===== src/rtl/assert_macros.svh =====
// ----------------------------------------------------------------------------
// Assertion macros
// Shared concurrent assertion forms, clocked on aclk, off while in reset.
// ----------------------------------------------------------------------------
`ifndef ASSERT_MACROS_SVH
`define ASSERT_MACROS_SVH

// Same-cycle implication.
`define ASSERT_IMPL(label, ante, cons) \
    label: assert property (@(posedge aclk) disable iff (!aresetn) (ante) |-> (cons)) \
        else $error("assertion failed");

// Next-cycle implication.
`define ASSERT_NEXT(label, ante, cons) \
    label: assert property (@(posedge aclk) disable iff (!aresetn) (ante) |=> (cons)) \
        else $error("assertion failed");

`endif


===== src/rtl/smf_pkg.sv =====
// ----------------------------------------------------------------------------
// smf_pkg
// Character codes, field widths and helpers for the SIP message framer.
// ----------------------------------------------------------------------------
`default_nettype none

package smf_pkg;

    localparam int unsigned DATA_W      = 8;
    localparam int unsigned BODY_LEN_W  = 24;
    localparam int unsigned STATUS_W    = 2;
    localparam int unsigned IDX_W       = 4;
    localparam int unsigned M_TDATA_W   = 40;
    localparam int unsigned M_TUSER_W   = 3;

    localparam logic [BODY_LEN_W-1:0] MAX_BODY_RESET = '1;

    // result status codes
    typedef logic [STATUS_W-1:0] status_t;
    localparam status_t STATUS_OK        = 2'd0;
    localparam status_t STATUS_NO_LENGTH = 2'd1;
    localparam status_t STATUS_SATURATED = 2'd2;

    // character codes
    localparam logic [7:0] CH_CR    = 8'h0D;
    localparam logic [7:0] CH_LF    = 8'h0A;
    localparam logic [7:0] CH_SP    = 8'h20;
    localparam logic [7:0] CH_HT    = 8'h09;
    localparam logic [7:0] CH_VT    = 8'h0B;
    localparam logic [7:0] CH_FF    = 8'h0C;
    localparam logic [7:0] CH_COLON = 8'h3A;
    localparam logic [7:0] CH_ZERO  = 8'h30;
    localparam logic [7:0] CH_NINE  = 8'h39;
    localparam logic [7:0] CH_UP_A  = 8'h41;
    localparam logic [7:0] CH_UP_Z  = 8'h5A;
    localparam logic [7:0] CH_LOW_L = 8'h6C;
    localparam logic [7:0] CASE_OFS = 8'h20;

    // "content-length"
    localparam int unsigned LONG_NAME_LEN = 14;
    localparam logic [IDX_W-1:0] NAME_LEN_IDX = IDX_W'(LONG_NAME_LEN);
    localparam logic [IDX_W-1:0] IDX_SAT      = '1;

    typedef logic [1:0] match_flags_t;
    localparam match_flags_t FLAGS_BOTH = 2'b11;
    localparam match_flags_t FLAG_SHORT = 2'b01;
    localparam match_flags_t FLAG_LONG  = 2'b10;

    function automatic logic [7:0] long_name_char(input logic [IDX_W-1:0] idx);
        logic [7:0] ch;
        unique case (idx)
            4'd0:    ch = 8'h63; // c
            4'd1:    ch = 8'h6F; // o
            4'd2:    ch = 8'h6E; // n
            4'd3:    ch = 8'h74; // t
            4'd4:    ch = 8'h65; // e
            4'd5:    ch = 8'h6E; // n
            4'd6:    ch = 8'h74; // t
            4'd7:    ch = 8'h2D; // -
            4'd8:    ch = 8'h6C; // l
            4'd9:    ch = 8'h65; // e
            4'd10:   ch = 8'h6E; // n
            4'd11:   ch = 8'h67; // g
            4'd12:   ch = 8'h74; // t
            4'd13:   ch = 8'h68; // h
            default: ch = 8'h00;
        endcase
        return ch;
    endfunction

    function automatic logic is_lws(input logic [7:0] b);
        return (b == CH_SP) || (b == CH_HT) || (b == CH_VT) || (b == CH_FF);
    endfunction

    function automatic logic is_space(input logic [7:0] b);
        return is_lws(b) || (b == CH_CR) || (b == CH_LF);
    endfunction

    // One header-name character: returns {flags, index}.
    function automatic logic [IDX_W+1:0] name_step(input match_flags_t flags,
                                                   input logic [IDX_W-1:0] idx,
                                                   input logic [7:0] b);
        logic [7:0]         c;
        match_flags_t       f;
        logic [IDX_W-1:0]   i;
        c = ((b >= CH_UP_A) && (b <= CH_UP_Z)) ? b + CASE_OFS : b;
        f = flags;
        i = idx;
        if ((idx >= NAME_LEN_IDX) || (c != long_name_char(idx))) begin
            f = f & FLAG_SHORT;
        end
        if ((idx != '0) || (c != CH_LOW_L)) begin
            f = f & FLAG_LONG;
        end
        if (idx != IDX_SAT) begin
            i = idx + 1'b1;
        end
        return {f, i};
    endfunction

endpackage

`default_nettype wire


===== src/rtl/sip_message_framer.sv =====
// ----------------------------------------------------------------------------
// sip_message_framer
// Marks SIP message boundaries in a TCP byte stream using Content-Length.
//
// s_ channel: one stream byte per beat. m_ channel: the same byte plus flags,
// one result beat per input beat, in order. cfg channel: max_body_length is to be
// written only while no message is in flight; the block does not enforce this,
// and cfg_ready is always high. An accepted input beat passes through the input
// register, then the result register fed by the per-byte parser update. Throughput:
// one byte per cycle while m_tready is high; the parser state update is a single pass
// whose longest path is the accumulate (acc * 10 + digit) and limit compare.
// Stall: when m_tready is low the result register holds and the input
// register fills, then s_tready drops; nothing is dropped or repeated.
// Reset (aresetn low, synchronous): parser returns to idle between messages,
// both stages empty, max_body_length back to all ones.
// m_tlast marks the last byte of a message; body length and status in tdata
// are only nonzero on that beat.
// ----------------------------------------------------------------------------
`default_nettype none

module sip_message_framer
    import smf_pkg::*;
#(
    parameter int unsigned LENGTH_WIDTH = 24
) (
    input  wire logic                   aclk,
    input  wire logic                   aresetn,
    // config write
    input  wire logic                   cfg_valid,
    output logic                        cfg_ready,
    input  wire logic [BODY_LEN_W-1:0]  cfg_data,
    // input stream
    input  wire logic                   s_tvalid,
    output logic                        s_tready,
    input  wire logic [DATA_W-1:0]      s_tdata,   // [7:0] data_byte
    // result stream
    output logic                        m_tvalid,
    input  wire logic                   m_tready,
    output logic [M_TDATA_W-1:0]        m_tdata,   // [7:0] out_byte, [31:8] body_length,
                                                   // [33:32] status, [39:34] zero
    output logic [M_TUSER_W-1:0]        m_tuser,   // [0] keep, [1] start_of_message,
                                                   // [2] in_body
    output logic                        m_tlast    // end_of_message
);

    localparam int unsigned LW = LENGTH_WIDTH;
    localparam logic [31:0] LEN_MASK = 32'((64'd1 << LENGTH_WIDTH) - 64'd1);

    typedef enum logic [2:0] {
        PH_IDLE,
        PH_START,
        PH_NAME,
        PH_NAME_WS,
        PH_SKIP,
        PH_LEN,
        PH_BODY
    } phase_t;

    // value-field sub-state kept in the name index
    localparam logic [IDX_W-1:0] LEN_LEAD = 4'd0;
    localparam logic [IDX_W-1:0] LEN_DIG  = 4'd1;
    localparam logic [IDX_W-1:0] LEN_STOP = 4'd2;

    // blank line progress codes
    localparam logic [1:0] BL_NONE = 2'd0;
    localparam logic [1:0] BL_CR   = 2'd1;
    localparam logic [1:0] BL_CRLF = 2'd2;
    localparam logic [1:0] BL_CR2  = 2'd3;

    // ---------------- registers ----------------
    logic [BODY_LEN_W-1:0]  max_len_reg;
    logic                   in_vld_reg;
    logic [DATA_W-1:0]      in_byte_reg;

    phase_t                 phase_reg,   phase_next;
    logic [IDX_W-1:0]       idx_reg,     idx_next;
    match_flags_t           flags_reg,   flags_next;
    logic [LW-1:0]          acc_reg,     acc_next;
    logic                   found_reg,   found_next;
    logic [1:0]             blp_reg,     blp_next;
    logic [LW-1:0]          rem_reg,     rem_next;
    status_t                sh_reg,      sh_next;

    logic                   out_vld_reg;
    logic [DATA_W-1:0]      out_byte_reg;
    logic                   keep_reg,    keep_next;
    logic                   sop_reg,     sop_next;
    logic                   body_reg,    body_next;
    logic                   eom_reg,     eom_next;
    logic [BODY_LEN_W-1:0]  blen_reg,    blen_next;
    status_t                status_reg,  status_next;

    // ---------------- handshake ----------------
    logic advance;
    assign advance   = in_vld_reg && (!out_vld_reg || m_tready);
    assign s_tready  = !in_vld_reg || advance;
    assign cfg_ready = 1'b1;

    // ---------------- datapath helpers ----------------
    logic [7:0]       b;
    logic             eol;
    logic [31:0]      cfg_ext;
    logic [LW-1:0]    lim;
    logic [LW+3:0]    acc_x10;
    logic [IDX_W+1:0] nstep;
    logic [IDX_W+1:0] nstep_clr;
    logic             hit;

    assign b   = in_byte_reg;
    assign eol = (b == CH_CR) || (b == CH_LF);

    // saturation limit: smaller of the register and the accumulator range
    assign cfg_ext = 32'(max_len_reg);
    assign lim     = (cfg_ext > LEN_MASK) ? LW'(LEN_MASK) : LW'(cfg_ext);

    // acc * 10 + digit as two shifts and two adds
    assign acc_x10 = ({4'b0, acc_reg} << 3) + ({4'b0, acc_reg} << 1)
                   + (LW+4)'(b - CH_ZERO);

    assign nstep     = name_step(flags_reg, idx_reg, b);
    assign nstep_clr = name_step('0, idx_reg, b);

    assign hit = (flags_reg[0] && (idx_reg == 4'd1)) ||
                 (flags_reg[1] && (idx_reg == NAME_LEN_IDX));

    // ---------------- per-byte parser update ----------------
    always_comb begin
        logic finish;
        logic line_done;

        phase_next  = phase_reg;
        idx_next    = idx_reg;
        flags_next  = flags_reg;
        acc_next    = acc_reg;
        found_next  = found_reg;
        blp_next    = blp_reg;
        rem_next    = rem_reg;
        sh_next     = sh_reg;

        keep_next   = 1'b1;
        sop_next    = 1'b0;
        body_next   = 1'b0;
        eom_next    = 1'b0;
        blen_next   = '0;
        status_next = STATUS_OK;

        finish      = 1'b0;
        line_done   = 1'b0;

        if (phase_reg == PH_IDLE) begin
            if (is_space(b)) begin
                keep_next = 1'b0;
            end else begin
                sop_next   = 1'b1;
                phase_next = PH_START;
                idx_next   = '0;
                flags_next = FLAGS_BOTH;
                acc_next   = '0;
                found_next = 1'b0;
                blp_next   = BL_NONE;
                rem_next   = '0;
                sh_next    = STATUS_OK;
            end
        end else if (phase_reg == PH_BODY) begin
            body_next = 1'b1;
            rem_next  = rem_reg - LW'(rem_reg != '0);
            if (rem_next == '0) begin
                finish = 1'b1;
            end
        end else begin
            // blank line tracking: CR LF CR LF ends the header block
            priority if (b == CH_CR) begin
                blp_next = (blp_reg == BL_CRLF) ? BL_CR2 : BL_CR;
            end else if ((b == CH_LF) && (blp_reg == BL_CR)) begin
                blp_next = BL_CRLF;
            end else if ((b == CH_LF) && (blp_reg == BL_CR2)) begin
                blp_next  = BL_NONE;
                line_done = 1'b1;
                if (found_reg && (acc_reg != '0)) begin
                    rem_next   = acc_reg;
                    phase_next = PH_BODY;
                end else begin
                    finish = 1'b1;
                end
            end else begin
                blp_next = BL_NONE;
            end

            if (!line_done) begin
                if (eol) begin
                    phase_next = PH_NAME;
                    idx_next   = '0;
                    flags_next = FLAGS_BOTH;
                end else begin
                    unique case (phase_reg)
                        PH_START, PH_SKIP: begin
                        end
                        PH_NAME: begin
                            if (b == CH_COLON) begin
                                if (hit && !found_reg) begin
                                    found_next = 1'b1;
                                    acc_next   = '0;
                                    idx_next   = LEN_LEAD;
                                    phase_next = PH_LEN;
                                end else begin
                                    phase_next = PH_SKIP;
                                end
                            end else if (is_lws(b)) begin
                                if (idx_reg != '0) begin
                                    phase_next = PH_NAME_WS;
                                end
                            end else begin
                                flags_next = nstep[IDX_W+1:IDX_W];
                                idx_next   = nstep[IDX_W-1:0];
                            end
                        end
                        PH_NAME_WS: begin
                            if (b == CH_COLON) begin
                                if (hit && !found_reg) begin
                                    found_next = 1'b1;
                                    acc_next   = '0;
                                    idx_next   = LEN_LEAD;
                                    phase_next = PH_LEN;
                                end else begin
                                    phase_next = PH_SKIP;
                                end
                            end else if (!is_lws(b)) begin
                                // whitespace inside the name: no match possible
                                flags_next = nstep_clr[IDX_W+1:IDX_W];
                                idx_next   = nstep_clr[IDX_W-1:0];
                                phase_next = PH_NAME;
                            end
                        end
                        PH_LEN: begin
                            if ((b >= CH_ZERO) && (b <= CH_NINE)) begin
                                if (idx_reg <= LEN_DIG) begin
                                    idx_next = LEN_DIG;
                                    if (acc_x10 > (LW+4)'(lim)) begin
                                        acc_next = lim;
                                        sh_next  = STATUS_SATURATED;
                                    end else begin
                                        acc_next = acc_x10[LW-1:0];
                                    end
                                end
                            end else if (!(is_lws(b) && (idx_reg == LEN_LEAD))) begin
                                idx_next = LEN_STOP;
                            end
                        end
                        default: begin
                            phase_next = PH_SKIP;
                        end
                    endcase
                end
            end
        end

        if (finish) begin
            eom_next    = 1'b1;
            blen_next   = BODY_LEN_W'(acc_reg);
            status_next = found_reg ? sh_reg : STATUS_NO_LENGTH;
            phase_next  = PH_IDLE;
            idx_next    = '0;
            flags_next  = FLAGS_BOTH;
            acc_next    = '0;
            found_next  = 1'b0;
            blp_next    = BL_NONE;
            rem_next    = '0;
            sh_next     = STATUS_OK;
        end
    end

    // ---------------- state and output registers ----------------
    always_ff @(posedge aclk) begin
        if (!aresetn) begin
            max_len_reg <= MAX_BODY_RESET;
            in_vld_reg  <= 1'b0;
            out_vld_reg <= 1'b0;
            phase_reg   <= PH_IDLE;
            idx_reg     <= '0;
            flags_reg   <= FLAGS_BOTH;
            acc_reg     <= '0;
            found_reg   <= 1'b0;
            blp_reg     <= BL_NONE;
            rem_reg     <= '0;
            sh_reg      <= STATUS_OK;
        end else begin
            if (cfg_valid && cfg_ready) begin
                max_len_reg <= cfg_data;
            end

            if (s_tvalid && s_tready) begin
                in_vld_reg  <= 1'b1;
                in_byte_reg <= s_tdata;
            end else if (advance) begin
                in_vld_reg  <= 1'b0;
            end

            if (advance) begin
                out_vld_reg  <= 1'b1;
                out_byte_reg <= b;
                keep_reg     <= keep_next;
                sop_reg      <= sop_next;
                body_reg     <= body_next;
                eom_reg      <= eom_next;
                blen_reg     <= blen_next;
                status_reg   <= status_next;

                phase_reg    <= phase_next;
                idx_reg      <= idx_next;
                flags_reg    <= flags_next;
                acc_reg      <= acc_next;
                found_reg    <= found_next;
                blp_reg      <= blp_next;
                rem_reg      <= rem_next;
                sh_reg       <= sh_next;
            end else if (m_tready) begin
                out_vld_reg  <= 1'b0;
            end
        end
    end

    assign m_tvalid = out_vld_reg;
    assign m_tdata  = {6'b0, status_reg, blen_reg, out_byte_reg};
    assign m_tuser  = {body_reg, sop_reg, keep_reg};
    assign m_tlast  = eom_reg;

    // ---------------- assertions ----------------
`include "assert_macros.svh"

    // a body is only entered with bytes left to count
    `ASSERT_IMPL(a_body_nonempty, phase_reg == PH_BODY, rem_reg != '0)
    // the length never passes the saturation limit
    `ASSERT_IMPL(a_acc_limit, phase_reg != PH_IDLE, acc_reg <= lim)
    // dropped whitespace carries no message flags
    `ASSERT_IMPL(a_drop_clean, out_vld_reg && !keep_reg,
                 !sop_reg && !body_reg && !eom_reg)
    // length and status only travel with the end of a message
    `ASSERT_IMPL(a_len_on_eom, out_vld_reg && !eom_reg,
                 blen_reg == '0 && status_reg == STATUS_OK)
    // a finished message leaves the parser idle and cleared
    `ASSERT_NEXT(a_eom_idle, advance && eom_next,
                 phase_reg == PH_IDLE && acc_reg == '0 && !found_reg)

endmodule

`default_nettype wire

===== config.mk =====
export PLATFORM = sky130hd
export DESIGN_NAME = sip_message_framer
export DESIGN_NICKNAME = d
export VERILOG_FILES = /design/src/rtl/smf_pkg.sv /design/src/rtl/sip_message_framer.sv
export VERILOG_INCLUDE_DIRS = /design/src /design/src/rtl
export SDC_FILE = /design/constraint.sdc
export NUM_CORES = 1
export LEC_CHECK = 0
export BUFFER_PORTS_ARGS = -buffer_cell sky130_fd_sc_hd__buf_2
export CAP_MARGIN = 5
export CORE_AREA = 2 2 112 157
export CTS_BUF_LIST = sky130_fd_sc_hd__clkbuf_8
export DETAILED_ROUTE_END_ITERATION = 12
export DIE_AREA = 0 0 114 159
export GPL_TIMING_DRIVEN = 0
export PLACE_DENSITY = 0.78
export SLEW_MARGIN = 20
export SYNTH_ARGS = -nofsm -noshare
export SYNTH_HDL_FRONTEND = slang
export SYNTH_SLANG_ARGS = --single-unit

===== constraint.sdc =====
create_clock -name aclk -period 11.55 [get_ports aclk]
set_clock_uncertainty 0.1 [all_clocks]
set_input_delay 2.31 -clock aclk [delete_from_list [all_inputs] [get_ports aclk]]
set_output_delay 2.31 -clock aclk [all_outputs]
set_load 0.005 [all_outputs]

==> impl_metrics.tcl <==
set metrics [dict create \
    final-setup-viol-count 0 \
    ys_seq_elements 140 \
    cts_setup_buffers 0 \
    floorplan.rows 56 \
    area_growth_pct 11.3 \
    routed_wl_mm 26.7 \
    grt_use_total_pct 29.9 \
    post_drt_wl_per_cell_um 18.9 \
    initial_cell_density_of_the_core_pct 59.0 \
    dp_hpwl_mm 20.4 \
    drive_above_1_share_pct 12.1 \
    worst_slew_margin_rel_pct 27.8 \
    final_hold_slack_ns 0.368 \
    ctsHoldBuffers 0 \
    holdPathEnd "flags_reg[1]" \
    total_leakage_power_nw 4.81 \
    numCtsBuffers 17 \
    ff2ff_setup_slack_ns 3.84 \
    postLayoutCoreUtil_pct 65.6 \
    globalRoute.totalOverflow 0 \
    holdPathStages 2 \
    worst_setup_path_end_kind "register" \
    vdd_ir_drop_max_mv 0.0661 \
    finalMaxSlewViolations 0 \
    crit_path_class "register to register" \
    synth_seq_area_share_pct 33.2 \
    post-route-period-util_pct 66.8 \
    drtPass1Iterations 5 \
    portBuffers 75 \
    cts_root_buffer "sky130_fd_sc_hd__clkbuf_8" \
    wl_met1_mm 10.6 \
    rsz0062_at_grt "false" \
    drcViolationCount 0 \
    final_antenna_net_count 0 \
    clock_latency_ns 0.49 \
    worst_r2r_endpoint "acc_reg[8]" \
    hold_start "flags_reg[1]" \
    via_count 8780 \
    hold_path_class "register to register" \
    clk_pin_slew_ns 0.09 \
    max_freq_mhz 130 \
    drt_first_iter_violations 602 \
    postSynth.asyncResetShare_pct 0 \
    totalNegativeSetupSlack_ns 0 \
    worstReg2RegStart "b[4]" \
    max_cap_viol_count 0 \
    synthesis.yosys.warnings 0 \
    worst_ep_required_time_ns 11.82 \
    cp_data_arrival_time_ns 7.98 \
    layout.filler_cells 1422 \
    grt_antenna_before_repair 0 \
    route.met3.wl_mm 1.62 \
    postSynthCellCount 1095 \
    core_area_um2 16700 \
    synth_area_per_cell_um2 8.98 \
    highest_layer "met4" \
    vias_per_cell 6.21 \
    yosys_most_used_dff "sky130_fd_sc_hd__dfxtp_1" \
    vias_in_the_first_global_route 8451 \
    grt_start_max_net_pins 22 \
    critical_path.startpoint_type "register" \
    power_density_nw_per_um2 99.1 \
    layout_min_cycle_time_ns 7.71 \
    synth_enable_flop_cells 46 \
    final_nets 1330 \
    die_area_um2 18100 \
    wire_length_of_the_first_global_routing_pass_mm 42.7 \
    clk_path_buf_depth 2 \
    post_cts_resized 0 \
    route.met2.wl_mm 13.2 \
    n_antenna_cell 0 \
    fp.dieW_um 114 \
    syn_area_um2 9830 \
    top_level_ports 84 \
    outcome "finished, final reports clean" \
    worstRegToRegCells 25 \
    ctsHtreeMaxLevel 4 \
    gpl.final_weighted_congestion 0.998 \
    worstMarginPinSlew_ns 1.07 \
    fin_total_pwr_w 0.00108 \
    chipHeight_um 159 \
    numClockSinks 140 \
    timing.final.hold_violations 0 \
    yosys.cell_types.count 77 \
    timing.critical_path.fanout_max 10 \
    cts_tree "built" \
]
-- report_power, final --
group,internal [W],total (W),switching [W],leakage [nW]
logic,0.0000509,0.000132,0.0000809,3.43
registers,0.000520,0.000527,0.00000777,1.17
clock network,0.000201,0.000426,0.000225,0.207
-- synthesized netlist by cell type, types with 5 or more instances --
library cell	n	share of area [%]
sky130_fd_sc_hd__a2111oi_0	9	0.80
sky130_fd_sc_hd__a21boi_0	8	0.61
sky130_fd_sc_hd__a21o_1	25	1.9
sky130_fd_sc_hd__a21oi_1	55	2.8
sky130_fd_sc_hd__a22oi_1	13	0.99
sky130_fd_sc_hd__a31oi_1	8	0.51
sky130_fd_sc_hd__and2_1	9	0.57
sky130_fd_sc_hd__and3_1	32	2.0
sky130_fd_sc_hd__and4_1	5	0.45
sky130_fd_sc_hd__buf_4	11	0.84
sky130_fd_sc_hd__clkbuf_1	48	1.8
sky130_fd_sc_hd__dfxtp_1	94	19
sky130_fd_sc_hd__edfxtp_1	46	14
sky130_fd_sc_hd__fa_1	23	4.7
sky130_fd_sc_hd__ha_1	73	9.3
sky130_fd_sc_hd__inv_1	57	2.2
sky130_fd_sc_hd__mux2i_1	31	3.2
sky130_fd_sc_hd__nand2_1	87	3.3
sky130_fd_sc_hd__nand2b_1	7	0.45
sky130_fd_sc_hd__nand3_1	26	1.3
sky130_fd_sc_hd__nand4_1	21	1.3
sky130_fd_sc_hd__nor2_1	70	2.7
sky130_fd_sc_hd__nor2b_1	31	2.0
sky130_fd_sc_hd__nor3_1	34	1.7
sky130_fd_sc_hd__nor4_1	16	1.0
sky130_fd_sc_hd__o211ai_1	28	2.1
sky130_fd_sc_hd__o21a_1	5	0.38
sky130_fd_sc_hd__o21ai_0	48	2.4
sky130_fd_sc_hd__o2bb2ai_1	24	2.1
sky130_fd_sc_hd__o31ai_1	8	0.61
sky130_fd_sc_hd__or3_1	13	0.83
sky130_fd_sc_hd__xnor2_1	25	2.2
sky130_fd_sc_hd__xor2_1	17	1.5
-- worst max path at each step --
| stage | from | to | slack [ns] |
|---|---|---|---|
| 2_1_floorplan | b[5] | acc_reg[10] | 3.68 |
| 4_1_cts | b[4] | acc_reg[17] | 3.86 |
| 3_5_place_dp | b[4] | acc_reg[17] | 3.88 |
| 5_1_grt | b[4] | acc_reg[4] | 3.50 |
| 6_report | b[4] | acc_reg[8] | 3.84 |
| 3_3_place_gp | b[4] | acc_reg[5] | 2.07 |
-- kinds of logic (layout without fill, tap and decap cells) --
logic type / count (synthesis) / count (layout) / synth area share, %
AND/OR/NAND/NOR: 376 / 376 / 19.9
AO/OA/AOI/OAI: 283 / 283 / 20.3
buffers and inverters: 122 / 232 / 5.31
multiplexers: 34 / 34 / 3.54
other: 2 / 7 / 0.0764
adder cells (fa/ha/maj): 96 / 96 / 14.0
XOR/XNOR: 42 / 42 / 3.74
flip-flops: 140 / 140 / 33.2
-- placed cells by master, fill, tap and decap left out, types with 16 or more instances in the layout --
cell,n
sky130_fd_sc_hd__a21o_1,25
sky130_fd_sc_hd__a21oi_1,55
sky130_fd_sc_hd__and3_1,31
sky130_fd_sc_hd__buf_2,75
sky130_fd_sc_hd__clkbuf_1,48
sky130_fd_sc_hd__clkbuf_8,17
sky130_fd_sc_hd__dfxtp_1,94
sky130_fd_sc_hd__edfxtp_1,46
sky130_fd_sc_hd__fa_1,23
sky130_fd_sc_hd__ha_1,73
sky130_fd_sc_hd__inv_1,57
sky130_fd_sc_hd__mux2i_1,31
sky130_fd_sc_hd__nand2_1,87
sky130_fd_sc_hd__nand3_1,26
sky130_fd_sc_hd__nand4_1,21
sky130_fd_sc_hd__nor2_1,70
sky130_fd_sc_hd__nor2b_1,31
sky130_fd_sc_hd__nor3_1,33
sky130_fd_sc_hd__nor4_1,16
sky130_fd_sc_hd__o211ai_1,28
sky130_fd_sc_hd__o21ai_0,48
sky130_fd_sc_hd__o2bb2ai_1,24
sky130_fd_sc_hd__xnor2_1,25
sky130_fd_sc_hd__xor2_1,17
-- layout make-up --
class | count | area (µm²) | share of cell area, %
well taps | 203 | 254 | 2.32
inverters | 57 | 214 | 1.95
clock inverters | 15 | 183 | 1.67
multi-input cells | 838 | 6070 | 55.5
clock buffers | 17 | 234 | 2.14
flip-flops and latches | 140 | 3260 | 29.8
plain buffers | 65 | 308 | 2.81
repair buffers | 78 | 418 | 3.82
-- routing by layer --
layer  global-route usage (%)  vias to the layer above
met1                     36.3                     4113
li1                         -                     4226
met2                     50.5                      353
met5                        0                        -
met4                     15.9                        0
met3                     4.64                       88
-- through the flow --
stage | cells | setup slack (ns) | area [µm²]
after floorplan | 1100 | 3.68 | 9850
after global placement | 1378 | 2.07 | 10500
after detailed placement | 1381 | 3.88 | 10500
after CTS | 1413 | 3.86 | 10900
after global routing | 1413 | 3.50 | 10900
final | 1413 | 3.84 | 10900
-- critical path, cell delays in order (launching register included) --
cell                        delay (ns)
sky130_fd_sc_hd__edfxtp_1         0.55
sky130_fd_sc_hd__ha_1             0.35
sky130_fd_sc_hd__nor3_2           0.37
sky130_fd_sc_hd__buf_4            0.28
sky130_fd_sc_hd__buf_4            0.21
sky130_fd_sc_hd__fa_1             0.47
sky130_fd_sc_hd__ha_1             0.45
sky130_fd_sc_hd__and4_1           0.21
sky130_fd_sc_hd__o21ai_0          0.08
sky130_fd_sc_hd__o211ai_1         0.41
sky130_fd_sc_hd__nor2_1           0.11
sky130_fd_sc_hd__o21bai_1         0.23
sky130_fd_sc_hd__a21o_1           0.15
sky130_fd_sc_hd__a21oi_1          0.07
sky130_fd_sc_hd__xnor2_1          0.33
sky130_fd_sc_hd__ha_1             0.31
sky130_fd_sc_hd__a21o_1           0.18
sky130_fd_sc_hd__a21o_1           0.19
sky130_fd_sc_hd__a211o_1          0.29
sky130_fd_sc_hd__a211o_1          0.27
sky130_fd_sc_hd__o211ai_1         0.16
sky130_fd_sc_hd__o311ai_0         0.17
sky130_fd_sc_hd__a211oi_2         0.61
sky130_fd_sc_hd__clkbuf_1         0.61
sky130_fd_sc_hd__mux2i_1          0.33
sky130_fd_sc_hd__o2bb2ai_1        0.09
Note: power is estimated with default switching activity, not from simulation.
